File: config.mk
export PLATFORM = sky130hd
export DESIGN_NAME = relay_shadow_dirty_flush_top
export DESIGN_NICKNAME = d
export VERILOG_FILES = /design/src/rtl/rsdf_pkg.sv /design/src/rtl/rsdf_ram.sv /design/src/rtl/relay_shadow_dirty_flush_top.sv
export SDC_FILE = /design/constraint.sdc
export NUM_CORES = 1
export LEC_CHECK = 0
export ABC_AREA = 1
export BUFFER_PORTS_ARGS = -buffer_cell sky130_fd_sc_hd__buf_2
export CELL_PAD_IN_SITES_DETAIL_PLACEMENT = 0
export CELL_PAD_IN_SITES_GLOBAL_PLACEMENT = 1
export CORE_MARGIN = 2
export CORE_UTILIZATION = 45
export CTS_CLUSTER_DIAMETER = 200
export DETAILED_ROUTE_END_ITERATION = 10
export HOLD_SLACK_MARGIN = 0.15
export PLACE_DENSITY = 0.81
export SETUP_SLACK_MARGIN = 0.5
export SYNTH_ARGS = -nofsm -noshare
export SYNTH_HDL_FRONTEND = slang
export SYNTH_HIERARCHICAL = 1
export SYNTH_SLANG_ARGS = --single-unit
File: constraint.sdc
create_clock -name clk -period 5.4 [get_ports clk]
set_input_delay 0.54 -clock clk [delete_from_list [all_inputs] [get_ports clk]]
set_output_delay 0.54 -clock clk [all_outputs]
set_load 0.005 [all_outputs]
File: src/rtl/rsdf_pkg.sv
// shared types, codes and helpers for the relay shadow table with dirty flush
`timescale 1ns / 1ps

package rsdf_pkg;

  // sizes
  localparam int MODULE_COUNT_DEF = 16;
  localparam int MAX_MODULES      = 16;
  localparam int SLOT_W           = 4;
  localparam int WORD_W           = 16;
  localparam int ID_W             = 11;
  localparam int BYTE_W           = 8;
  localparam int LEN_W            = 4;
  localparam int STATUS_W         = 3;
  localparam int CFG_IDX_W        = 2;

  // reset values of the configuration registers
  localparam logic [ID_W-1:0] STATE_ID_MASK_RST  = 11'h7F0;
  localparam logic [ID_W-1:0] STATE_ID_MATCH_RST = 11'h000;
  localparam logic [ID_W-1:0] CONTROL_ID_RST     = 11'h000;
  localparam logic            BUS_PRESENT_RST    = 1'b1;

  // frame length of a relay state message
  localparam logic [LEN_W-1:0] STATE_LEN = 4'd2;

  // input actions
  localparam logic [1:0] ACT_WRITE = 2'd0;
  localparam logic [1:0] ACT_READ  = 2'd1;
  localparam logic [1:0] ACT_FLUSH = 2'd2;
  localparam logic [1:0] ACT_FRAME = 2'd3;

  // result status codes
  localparam logic [STATUS_W-1:0] ST_OK        = 3'd0;
  localparam logic [STATUS_W-1:0] ST_BAD_ADDR  = 3'd1;
  localparam logic [STATUS_W-1:0] ST_BAD_INDEX = 3'd2;
  localparam logic [STATUS_W-1:0] ST_NO_BUS    = 3'd3;
  localparam logic [STATUS_W-1:0] ST_IGNORED   = 3'd4;

  // configuration register indexes
  localparam logic [CFG_IDX_W-1:0] CFG_STATE_ID_MASK  = 2'd0;
  localparam logic [CFG_IDX_W-1:0] CFG_STATE_ID_MATCH = 2'd1;
  localparam logic [CFG_IDX_W-1:0] CFG_CONTROL_ID     = 2'd2;
  localparam logic [CFG_IDX_W-1:0] CFG_BUS_PRESENT    = 2'd3;

  // work kind of an accepted item
  typedef enum logic [2:0] {
    OP_STATUS,
    OP_WRITE,
    OP_READ,
    OP_FRAME,
    OP_FLUSH
  } op_t;

  // control states
  typedef enum logic {
    S_IDLE,
    S_EXEC
  } state_t;

  // index of the lowest set bit, zero when none
  function automatic logic [SLOT_W-1:0] first_one(input logic [MAX_MODULES-1:0] v);
    logic [SLOT_W-1:0] pos;
    pos = '0;
    for (int i = MAX_MODULES - 1; i >= 0; i--) begin
      if (v[i]) begin
        pos = SLOT_W'(i);
      end
    end
    return pos;
  endfunction

endpackage

File: src/rtl/rsdf_ram.sv
// generic single-port-write, single-port-read ram with registered read data
`timescale 1ns / 1ps

module rsdf_ram #(
  parameter int WIDTH = 16,
  parameter int DEPTH = 16,
  parameter int AW    = (DEPTH > 1) ? $clog2(DEPTH) : 1
) (
  input  logic             clk,
  input  logic             we,
  input  logic [AW-1:0]    waddr,
  input  logic [WIDTH-1:0] wdata,
  input  logic [AW-1:0]    raddr,
  output logic [WIDTH-1:0] rdata
);

  logic [WIDTH-1:0] mem [DEPTH];

  // write port
  always_ff @(posedge clk) begin
    if (we) begin
      mem[waddr] <= wdata;
    end
  end

  // registered read port
  always_ff @(posedge clk) begin
    rdata <= mem[raddr];
  end

endmodule

File: src/rtl/relay_shadow_dirty_flush_top.sv
// relay shadow table with dirty bitmap, flush sequencing and frame compare
// flow: an accepted item enters the exec state while its table word is read;
//   its result is registered into the output register once the output is free
// throughput: one item at a time, one table read per item or flushed frame; a
//   flush sends one frame per cycle unless stalled, paced by the table read port
// reset: synchronous active-low rst_n clears the control state, the dirty map,
//   the per-entry valid bits (table reads as zero); config registers get reset values
`timescale 1ns / 1ps

module relay_shadow_dirty_flush_top #(
  parameter int MODULE_COUNT = rsdf_pkg::MODULE_COUNT_DEF
) (
  input  logic                               clk,
  input  logic                               rst_n,
  // item input
  input  logic                               in_valid,
  output logic                               in_ready,
  input  logic [1:0]                         in_action,
  input  logic [rsdf_pkg::BYTE_W-1:0]        in_module_addr,
  input  logic [rsdf_pkg::BYTE_W-1:0]        in_relay_index,
  input  logic                               in_relay_value,
  input  logic [rsdf_pkg::ID_W-1:0]          in_rx_id,
  input  logic                               in_rx_extended,
  input  logic [rsdf_pkg::LEN_W-1:0]         in_rx_length,
  input  logic [rsdf_pkg::WORD_W-1:0]        in_rx_word,
  // result output
  output logic                               out_valid,
  input  logic                               out_ready,
  output logic                               out_tx_valid,
  output logic [rsdf_pkg::ID_W-1:0]          out_tx_id,
  output logic [rsdf_pkg::WORD_W-1:0]        out_tx_word,
  output logic                               out_read_bit,
  output logic [rsdf_pkg::STATUS_W-1:0]      out_status,
  output logic                               out_last,
  // configuration writes
  input  logic                               cfg_wr_en,
  input  logic [rsdf_pkg::CFG_IDX_W-1:0]     cfg_index,
  input  logic [rsdf_pkg::ID_W-1:0]          cfg_data
);

  localparam int ADDR_W = (MODULE_COUNT > 1) ? $clog2(MODULE_COUNT) : 1;
  localparam int IDX_W  = $clog2(rsdf_pkg::WORD_W);

  // config registers
  logic [rsdf_pkg::ID_W-1:0] id_mask_r;
  logic [rsdf_pkg::ID_W-1:0] id_match_r;
  logic [rsdf_pkg::ID_W-1:0] id_base_r;
  logic                      bus_r;

  // control and item registers
  rsdf_pkg::state_t state_r, state_nxt;
  rsdf_pkg::op_t    op_r, acc_op;
  logic [rsdf_pkg::STATUS_W-1:0] status_r, acc_status;
  logic [ADDR_W-1:0]             addr_r, acc_addr, next_addr;
  logic [IDX_W-1:0]              idx_r;
  logic                          val_r;
  logic [rsdf_pkg::WORD_W-1:0]   rx_word_r;
  logic [MODULE_COUNT-1:0]       dirty_r;
  logic [MODULE_COUNT-1:0]       scan_r, scan_rest;
  logic [MODULE_COUNT-1:0]       vld_r;

  // output register
  logic                          out_valid_r;
  logic                          out_tx_valid_r;
  logic [rsdf_pkg::ID_W-1:0]     out_tx_id_r;
  logic [rsdf_pkg::WORD_W-1:0]   out_tx_word_r;
  logic                          out_read_bit_r;
  logic [rsdf_pkg::STATUS_W-1:0] out_status_r;
  logic                          out_last_r;

  // result of the executing step
  logic                          res_tx_valid;
  logic [rsdf_pkg::WORD_W-1:0]   res_tx_word;
  logic                          res_read_bit;
  logic [rsdf_pkg::STATUS_W-1:0] res_status;
  logic                          res_last;
  logic                          res_more;

  // table memory
  logic                          mem_we;
  logic [ADDR_W-1:0]             mem_raddr;
  logic [rsdf_pkg::WORD_W-1:0]   mem_rdata, mem_wdata, cur_word;
  logic                          mark_dirty;

  logic accept, out_free, done;
  logic addr_bad, idx_bad, rx_bad;
  logic [rsdf_pkg::SLOT_W-1:0] dirty_first, rest_first;

  assign accept   = in_valid && in_ready;
  assign out_free = !out_valid_r || out_ready;
  assign done     = (state_r == rsdf_pkg::S_EXEC) && out_free;

  rsdf_ram #(
    .WIDTH (rsdf_pkg::WORD_W),
    .DEPTH (MODULE_COUNT),
    .AW    (ADDR_W)
  ) u_table (
    .clk   (clk),
    .we    (mem_we),
    .waddr (addr_r),
    .wdata (mem_wdata),
    .raddr (mem_raddr),
    .rdata (mem_rdata)
  );

  // entries never written read as zero
  assign cur_word = vld_r[addr_r] ? mem_rdata : '0;

  // decode of an incoming item
  assign addr_bad = in_module_addr >= rsdf_pkg::BYTE_W'(MODULE_COUNT);
  assign idx_bad  = in_relay_index >= rsdf_pkg::BYTE_W'(rsdf_pkg::WORD_W);
  assign rx_bad   = in_rx_extended
                 || ((in_rx_id & id_mask_r) != id_match_r)
                 || (in_rx_length != rsdf_pkg::STATE_LEN)
                 || ({4'b0, in_rx_id[3:0]} >= rsdf_pkg::BYTE_W'(MODULE_COUNT));
  assign dirty_first = rsdf_pkg::first_one(rsdf_pkg::MAX_MODULES'(dirty_r));

  always_comb begin
    acc_op     = rsdf_pkg::OP_STATUS;
    acc_status = rsdf_pkg::ST_OK;
    acc_addr   = in_module_addr[ADDR_W-1:0];
    unique case (in_action) inside
      rsdf_pkg::ACT_WRITE, rsdf_pkg::ACT_READ: begin
        if (addr_bad) begin
          acc_status = rsdf_pkg::ST_BAD_ADDR;
        end else if (idx_bad) begin
          acc_status = rsdf_pkg::ST_BAD_INDEX;
        end else begin
          acc_op = (in_action == rsdf_pkg::ACT_WRITE) ? rsdf_pkg::OP_WRITE
                                                      : rsdf_pkg::OP_READ;
        end
      end
      rsdf_pkg::ACT_FLUSH: begin
        acc_addr = dirty_first[ADDR_W-1:0];
        if (dirty_r == '0) begin
          acc_status = rsdf_pkg::ST_OK;
        end else if (!bus_r) begin
          acc_status = rsdf_pkg::ST_NO_BUS;
        end else begin
          acc_op = rsdf_pkg::OP_FLUSH;
        end
      end
      rsdf_pkg::ACT_FRAME: begin
        acc_addr = in_rx_id[ADDR_W-1:0];
        if (rx_bad) begin
          acc_status = rsdf_pkg::ST_IGNORED;
        end else begin
          acc_op = rsdf_pkg::OP_FRAME;
        end
      end
    endcase
  end

  // remaining dirty modules of a flush
  assign scan_rest  = scan_r & ~(MODULE_COUNT'(1) << addr_r);
  assign rest_first = rsdf_pkg::first_one(rsdf_pkg::MAX_MODULES'(scan_rest));
  assign next_addr  = rest_first[ADDR_W-1:0];

  // result and write-back of the executing step
  always_comb begin
    res_tx_valid = 1'b0;
    res_tx_word  = '0;
    res_read_bit = 1'b0;
    res_status   = rsdf_pkg::ST_OK;
    res_last     = 1'b1;
    res_more     = 1'b0;
    mem_wdata    = cur_word;
    mark_dirty   = 1'b0;
    case (op_r)
      rsdf_pkg::OP_STATUS: begin
        res_status = status_r;
      end
      rsdf_pkg::OP_READ: begin
        res_read_bit = cur_word[idx_r];
      end
      rsdf_pkg::OP_WRITE: begin
        mem_wdata[idx_r] = val_r;
        mark_dirty       = cur_word[idx_r] != val_r;
      end
      rsdf_pkg::OP_FRAME: begin
        if (cur_word == rx_word_r) begin
          res_status = rsdf_pkg::ST_OK;
        end else if (!bus_r) begin
          res_status = rsdf_pkg::ST_NO_BUS;
        end else begin
          res_tx_valid = 1'b1;
          res_tx_word  = cur_word;
        end
      end
      rsdf_pkg::OP_FLUSH: begin
        res_tx_valid = 1'b1;
        res_tx_word  = cur_word;
        res_more     = scan_rest != '0;
        res_last     = !res_more;
      end
      default: begin
        res_status = status_r;
      end
    endcase
  end

  assign mem_we = done && mark_dirty;

  // next state
  always_comb begin
    state_nxt = state_r;
    unique case (state_r)
      rsdf_pkg::S_IDLE: begin
        if (accept) begin
          state_nxt = rsdf_pkg::S_EXEC;
        end
      end
      rsdf_pkg::S_EXEC: begin
        if (done && !res_more) begin
          state_nxt = rsdf_pkg::S_IDLE;
        end
      end
    endcase
  end

  // state outputs: handshake and table read address
  always_comb begin
    in_ready  = 1'b0;
    mem_raddr = addr_r;
    unique case (state_r)
      rsdf_pkg::S_IDLE: begin
        in_ready  = 1'b1;
        mem_raddr = acc_addr;
      end
      rsdf_pkg::S_EXEC: begin
        if (done && res_more) begin
          mem_raddr = next_addr;
        end
      end
    endcase
  end

  // control registers
  always_ff @(posedge clk) begin
    if (!rst_n) begin
      state_r     <= rsdf_pkg::S_IDLE;
      op_r        <= rsdf_pkg::OP_STATUS;
      dirty_r     <= '0;
      vld_r       <= '0;
      out_valid_r <= 1'b0;
    end else begin
      state_r <= state_nxt;
      if (accept) begin
        op_r <= acc_op;
      end
      // flush takes the whole map at once
      if (accept && in_action == rsdf_pkg::ACT_FLUSH) begin
        dirty_r <= '0;
      end else if (mem_we) begin
        dirty_r[addr_r] <= 1'b1;
      end
      if (mem_we) begin
        vld_r[addr_r] <= 1'b1;
      end
      if (done) begin
        out_valid_r <= 1'b1;
      end else if (out_ready) begin
        out_valid_r <= 1'b0;
      end
    end
  end

  // item payload registers
  always_ff @(posedge clk) begin
    addr_r <= mem_raddr;
    if (accept) begin
      status_r  <= acc_status;
      idx_r     <= in_relay_index[IDX_W-1:0];
      val_r     <= in_relay_value;
      rx_word_r <= in_rx_word;
      scan_r    <= dirty_r;
    end else if (done) begin
      scan_r <= scan_rest;
    end
  end

  // result payload register
  always_ff @(posedge clk) begin
    if (done) begin
      out_tx_valid_r <= res_tx_valid;
      out_tx_id_r    <= res_tx_valid ? (id_base_r | rsdf_pkg::ID_W'(addr_r)) : '0;
      out_tx_word_r  <= res_tx_word;
      out_read_bit_r <= res_read_bit;
      out_status_r   <= res_status;
      out_last_r     <= res_last;
    end
  end

  // configuration writes
  always_ff @(posedge clk) begin
    if (!rst_n) begin
      id_mask_r  <= rsdf_pkg::STATE_ID_MASK_RST;
      id_match_r <= rsdf_pkg::STATE_ID_MATCH_RST;
      id_base_r  <= rsdf_pkg::CONTROL_ID_RST;
      bus_r      <= rsdf_pkg::BUS_PRESENT_RST;
    end else if (cfg_wr_en) begin
      unique case (cfg_index)
        rsdf_pkg::CFG_STATE_ID_MASK:  id_mask_r  <= cfg_data;
        rsdf_pkg::CFG_STATE_ID_MATCH: id_match_r <= cfg_data;
        rsdf_pkg::CFG_CONTROL_ID:     id_base_r  <= cfg_data;
        rsdf_pkg::CFG_BUS_PRESENT:    bus_r      <= cfg_data[0];
      endcase
    end
  end

  assign out_valid    = out_valid_r;
  assign out_tx_valid = out_tx_valid_r;
  assign out_tx_id    = out_tx_id_r;
  assign out_tx_word  = out_tx_word_r;
  assign out_read_bit = out_read_bit_r;
  assign out_status   = out_status_r;
  assign out_last     = out_last_r;

endmodule

==> flow_summary_export.csv, run 1 <==
group,metric,value,unit
clock_network,cts_setup_buffers,0,
critical_path,r2r_slack,1.01,ns
logic_synthesis,synth_edf_count,329,
critical_path,crit_required,5.88,ns
place,dp_hpwl,29700,µm
clock_network,insertion_delay,0.56,ns
timing,fin_worst_skew,0.0278,ns
critical_path,path_cells,"inv_1 > nor2_1 > inv_1 > o21ai_0 > nand2_1 > nor2_1 > nand2_1 > o21ai_2 > nor2_1 > clkinv_1 > nor3_1 > o21ai_0 > inv_2 > inv_2 > buf_4 > nand3_1 > nand3_1 > nand3_1 > nand2_1",
run,cap_violations,0,
worst_hold_path,hold_path.class,"in -> reg",
logic_synthesis,syn_area_per_cell,9.52,µm²
logic_synthesis,async_reset_ff_share,0,%
die,rows,74,
critical_path,critical_path_class,"reg -> reg",
power_and_ir_drop,power.leakage,9.07,nW
power_and_ir_drop,pwr_density_cell,352,nW/µm²
clock_network,cts.sinks,420,
timing,setup_ws,1.01,ns
logic_synthesis,synthFlopType,"edfxtp_1",
routing,ant_nets,0,
finish,mostFrequentLayoutCells,"nand2_1 (515), edfxtp_1 (329), inv_1 (296), nand3_1 (229), nor2_1 (115)",
power_and_ir_drop,switching_power,1.90,mW
finish,fin_nets,2126,
critical_path,slowest_delay,0.65,ns
timing,rsz0062_at_grt,"false",
die,coreArea,40700,µm²
critical_path,arrival,4.87,ns
timing,max_freq,228,MHz
power_and_ir_drop,ir_drop,0.257,mV
timing,finalSetupViolations,0,
die,io_pins,104,
place,port-buffer-count,103,
die,floorplan.initialDensity,45.4,%
finish,final_cells,2622,
place,placed_area,19500,µm²
timing,timing.hold.ws,0.169,ns
die,die_w,207,µm
logic_synthesis,synth_nets,2011,
logic_synthesis,ys_top_cells_by_area,"edfxtp_1 (53%), nand2_1 (10%), dfxtp_1 (9.9%), nand3_1 (6.2%), inv_1 (6.0%)",
timing,final_max_slew_viol_count,0,
timing,finalHoldViolCount,0,
clock_network,cts_tree,"built",
logic_synthesis,synthCells,1942,
clock_network,clk_pin_slew,0.06,ns
logic_synthesis,netlist_area,18500,µm²
finish,final_common_cell,"nand2_1",
logic_synthesis,synth_top_area_cell,"edfxtp_1",
routing,detail_route.wl_per_cell,18.4,µm
clock_network,clock_path_buffers,3,
timing,fin_crit_sh,81.3,%
finish,areaGrowthSynthToFinish,14.0,%
critical_path,path_max_fanout,35,
routing,viasPerCell,5.16,
power_and_ir_drop,p_seq_share,49.2,%
logic_synthesis,synth_cell_type_count,43,
logic_synthesis,synth-seq-cells,420,
outcome,status,"complete, no violations",
critical_path,crit_path_start_kind,"flip-flop",
critical_path,cp_slowest_cell,"dfxtp_1",
die,die_area,42700,µm²
global_routing,grt_overflow_total,0,
finish,drive_gt1_share,12.5,%
global_routing,antenna_found_initial,0,
finish,fin_area,21100,µm²
routing,dr_total_vias,13500,
global_routing,gr-usage-all-layers,22.8,%
clock_network,cts_buffers,45,
global_routing,grt_pass1_wl,73800,µm
power_and_ir_drop,clkPwrFrac,40.3,%
power_and_ir_drop,swShare,25.5,%
clock_network,root_buffer,"clkbuf_16",
finish,fin_util,51.8,%
timing,timing.setup.tns,0,ns
place,gp_congestion,0.933,
global_routing,grt_pass1_vias,13000,
power_and_ir_drop,intPower,5.53,mW
routing,drt_iter0_markers,1098,
power_and_ir_drop,p_comb_share,10.5,%
die,die_h,207,µm
logic_synthesis,yosysWarnings,6,
critical_path,end_kind,"flip-flop",
place,dp_cells,2530,
timing,tightest_slew,1.28,ns
routing,drc,0,
timing,slew_headroom,15.0,%
finish,fillers,3689,
logic_synthesis,ys_seq_area_share,63.3,%
timing,period_needed,4.39,ns
routing,finalWirelength,48300,µm
place,place_ws,1.22,ns
global_routing,grt_max_degree,130,
clock_network,htreeDepth,2,
clock_network,ctsResizeCount,0,
finish,diodes,0,
logic_synthesis,yosysTopAreaCellShare,53.4,%
power_and_ir_drop,power.total,7.43,mW
routing,drt_pass1_iterations,6,
-- path summary, 6_finish.rpt --
kind / start / end / depth (start not counted)
max reg2reg: addr_r[1] / u_table/rdata[1] / 19
max: addr_r[1] / u_table/rdata[1] / 19
min reg2reg: id_base_r[1] / id_base_r[1] / 2
min: in_rx_word[8] / rx_word_r[8] / 1
-- logic make-up after synthesis --
group,Yosys count,synth area share [%]
flops,420,63.3
xor+xnor,18,0.853
buf+inv,384,8.76
compound gates,191,5.61
simple gates,929,21.5
-- power groups by stage --
stage	Sequential, mW	Clock (mW)	Combinational, mW
finish	3.66	2.99	0.779
global route	3.66	3.16	0.868
CTS	3.65	3.04	0.773
detailed placement	3.72	0	0.763
global placement	3.72	0	0.759
floorplan	3.68	0	0.542
-- state kept, by name, summed over array words and instances, names as in the netlist, 3 cells and up --
register       cells
u_table/mem      256
rx_word_r         16
vld_r             16
dirty_r           16
status_r           3
idx_r              4
scan_r            16
out_tx_word       16
u_table/rdata     16
id_match_r        11
out_tx_id         11
out_status         3
op_r               3
addr_r             4
id_mask_r         11
id_base_r         11
-- synth_stat cells (all sizes together), types with 4 or more instances --
cell type	number
nor3	10
dfxtp	91
edfxtp	329
xnor2	8
nand4	23
clkbuf	30
nor2	134
xor2	10
nand3b	4
inv	302
buf	50
nand2	520
a31oi	5
nand3	230
nor4	5
a21oi	98
o21ai	75
-- critical path, delay by kind of cell (launching register included) --
| kind | cells | cell delay, ns |
|---|---|---|
| DFF | 1 | 0.65 |
| and+or+nand+nor | 10 | 1.10 |
| buffers and inverters | 6 | 1.66 |
| AOI/OAI and AO/OA | 3 | 0.89 |
-- timing repair --
action,CTS,global route
setup endpoints to repair,0,0
hold endpoints to repair,9,2
hold buffers,9,2
-- metal layers --
layer  up-vias  global-route usage (%)  routed length (µm)
met3        80                    4.13                3580
met4         0                    7.02                1300
li1       6588                       -                   -
met2       463                    36.6               22500
met5         -                       0                   0
met1      6392                    31.6               20900
-- cell type report --
type	count	area, µm²	share of cell area (%)
sequential	420	11700	55.5
inverter	304	1140	5.42
multi-input combinational	1138	5250	24.9
clock buffer	53	1200	5.68
tap	532	666	3.16
timing repair buffer	148	893	4.24
clock inverter	27	231	1.10
Power figures use the tool's default switching activity.
==> inputs of run 2 (changes only) <==
Clock period 5.4 ns to 4.15 ns, I/O delays scaled along.
==> flow_summary_export.csv, run 2 (synthesis gave the netlist of run 1 again) <==
group,metric,value,unit
global_routing,grtUsageMet2,36.5,%
finish,areaGrowthSynthToFinish,17.5,%
place,port-buffer-count,103,
clock_network,htreeDepth,2,
die,rows,74,
die,die_h,207,µm
global_routing,antenna_found_initial,1,
routing,drt_pass1_iterations,6,
finish,final_cells,2674,
outcome,status,"complete, no violations",
power_and_ir_drop,intPower,7.35,mW
routing,drc,0,
timing,timing.setup.tns,0,ns
finish,fillers,3608,
finish,final_common_cell,"nand2_1",
routing,detail_route.wl_per_cell,18.0,µm
finish,fin_nets,2176,
finish,multi_input_area,5290,µm²
power_and_ir_drop,power.leakage,9.35,nW
critical_path,r2r_cells,26,
global_routing,grt_pass1_vias,13300,
clock_network,insertion_delay,0.56,ns
timing,rsz0062_at_grt,"false",
finish,mostFrequentLayoutCells,"nand2_1 (513), edfxtp_1 (329), inv_1 (293), nand3_1 (229), nor2_1 (113)",
global_routing,grt_use_met3,4.55,%
power_and_ir_drop,p_comb_share,11.0,%
critical_path,path_max_fanout,86,
routing,dr_total_vias,13800,
power_and_ir_drop,swShare,25.2,%
global_routing,busiest_layer,"met2",
finish,seq_area,11700,µm²
routing,drt_iter0_markers,1058,
power_and_ir_drop,ir_drop,0.347,mV
power_and_ir_drop,pwr_density_cell,452,nW/µm²
critical_path,end_kind,"flip-flop",
timing,setup_ws,0.717,ns
clock_network,cts_tree,"built",
global_routing,grt_pass1_wl,73900,µm
critical_path,critical_path_class,"reg -> reg",
finish,regMostFlops,"u_table/mem",
power_and_ir_drop,clkPwrFrac,40.4,%
timing,timing.hold.ws,0.197,ns
routing,ant_nets,0,
global_routing,met1_usage,30.6,%
critical_path,crit_required,4.58,ns
global_routing,gr-usage-all-layers,22.7,%
finish,drive_gt1_share,14.2,%
routing,finalWirelength,48200,µm
global_routing,grt_max_degree,87,
timing,finalSetupViolations,0,
timing,fin_worst_skew,0.0209,ns
clock_network,clk_pin_slew,0.06,ns
timing,max_freq,291,MHz
finish,diodes,0,
timing,tightest_slew,1.22,ns
die,io_pins,104,
clock_network,root_buffer,"clkbuf_16",
die,die_w,207,µm
clock_network,cts_buffers,45,
die,coreArea,40700,µm²
critical_path,crit_path_start_kind,"flip-flop",
clock_network,clock_path_buffers,3,
timing,slew_headroom,18.6,%
place,gp_congestion,0.881,
die,floorplan.initialDensity,45.4,%
worst_hold_path,hold_path.class,"in -> reg",
timing,finalHoldViolCount,0,
run,cap_violations,0,
critical_path,arrival,3.86,ns
worst_hold_path,whs_path_depth,4,
routing,viasPerCell,5.15,
timing,period_needed,3.43,ns
timing,fin_crit_sh,82.7,%
place,place_ws,0.208,ns
die,die_area,42700,µm²
clock_network,cts.sinks,420,
place,dp_hpwl,30300,µm
power_and_ir_drop,switching_power,2.48,mW
global_routing,grt_overflow_total,0,
timing,final_max_slew_viol_count,0,
finish,largest_reg_flops,256,
power_and_ir_drop,p_seq_share,48.6,%
place,dp_cells,2551,
run 2: worst max-delay path: stages, from the launching register on:
cell and delay, ns:
dfxtp_4 0.43, clkinvlp_4 0.16, nand2_2 0.20, nor2_1 0.09, nor2_1 0.25, a21oi_1 0.08, o21ai_0 0.17, nand2_1 0.08
nand2_1 0.07, nand2_1 0.05, nand2_1 0.06, nand2_1 0.05, nand2_1 0.06, nand2_1 0.05, nand2_1 0.08, nand2_1 0.06
nand2_1 0.07, nand2_1 0.09, a21oi_4 0.28, clkinv_2 0.13, buf_12 0.22, nand2_1 0.12, nand2_1 0.07, nand2_1 0.07
nand3_1 0.08, nand3_1 0.09, nand2_1 0.06
run 2: repair_timing:
action	CTS	global route
resized for setup	7	26
setup endpoints to repair	58	164
pin swaps	0	1
hold endpoints to repair	37	0
hold buffers	35	0
buffers inserted	0	6
run 2: final timing paths:
kind	from	to	slack [ns]
worst max-delay path	addr_r[1]	u_table/rdata[6]	0.72
worst min register to register	id_base_r[3]	id_base_r[3]	0.45
worst max register to register	addr_r[1]	u_table/rdata[6]	0.72
worst min-delay path	out_ready	out_valid	0.20
run 2: routing by layer:
| layer | part of all wire (%) | up-vias |
|---|---|---|
| met3 | 8.2 | 110 |
| met2 | 47 | 472 |
| li1 | - | 6693 |
| met1 | 42 | 6491 |
| met4 | 3.2 | 0 |
| met5 | 0 | - |
run 2: stage by stage:
step                util [%]  cell area [µm²]  total power [mW]
floorplan                  -            18500              5.49
global placement        48.6            19800              5.86
detailed placement      48.6            19800              5.87
CTS                     53.1            21600              9.84
global route            53.4            21700              10.2
finish                  53.4            21700              9.83
run 2: power groups by stage:
stage	clock [mW]	combinational (mW)	sequential [mW]
finish	3.97	1.08	4.77
global route	4.20	1.20	4.78
CTS	4.03	1.05	4.77
detailed placement	0	1.02	4.85
global placement	0	1.01	4.85
floorplan	0	0.706	4.78
run 2: final cells by class:
cell class	instances	area share [%]
flip-flops and latches	420	53.9
multi-input cells	1138	24.4
repair buffers	198	6.59
clock buffers	65	6.14
inverters	304	5.29
well taps	532	3.06
clock inverters	17	0.668
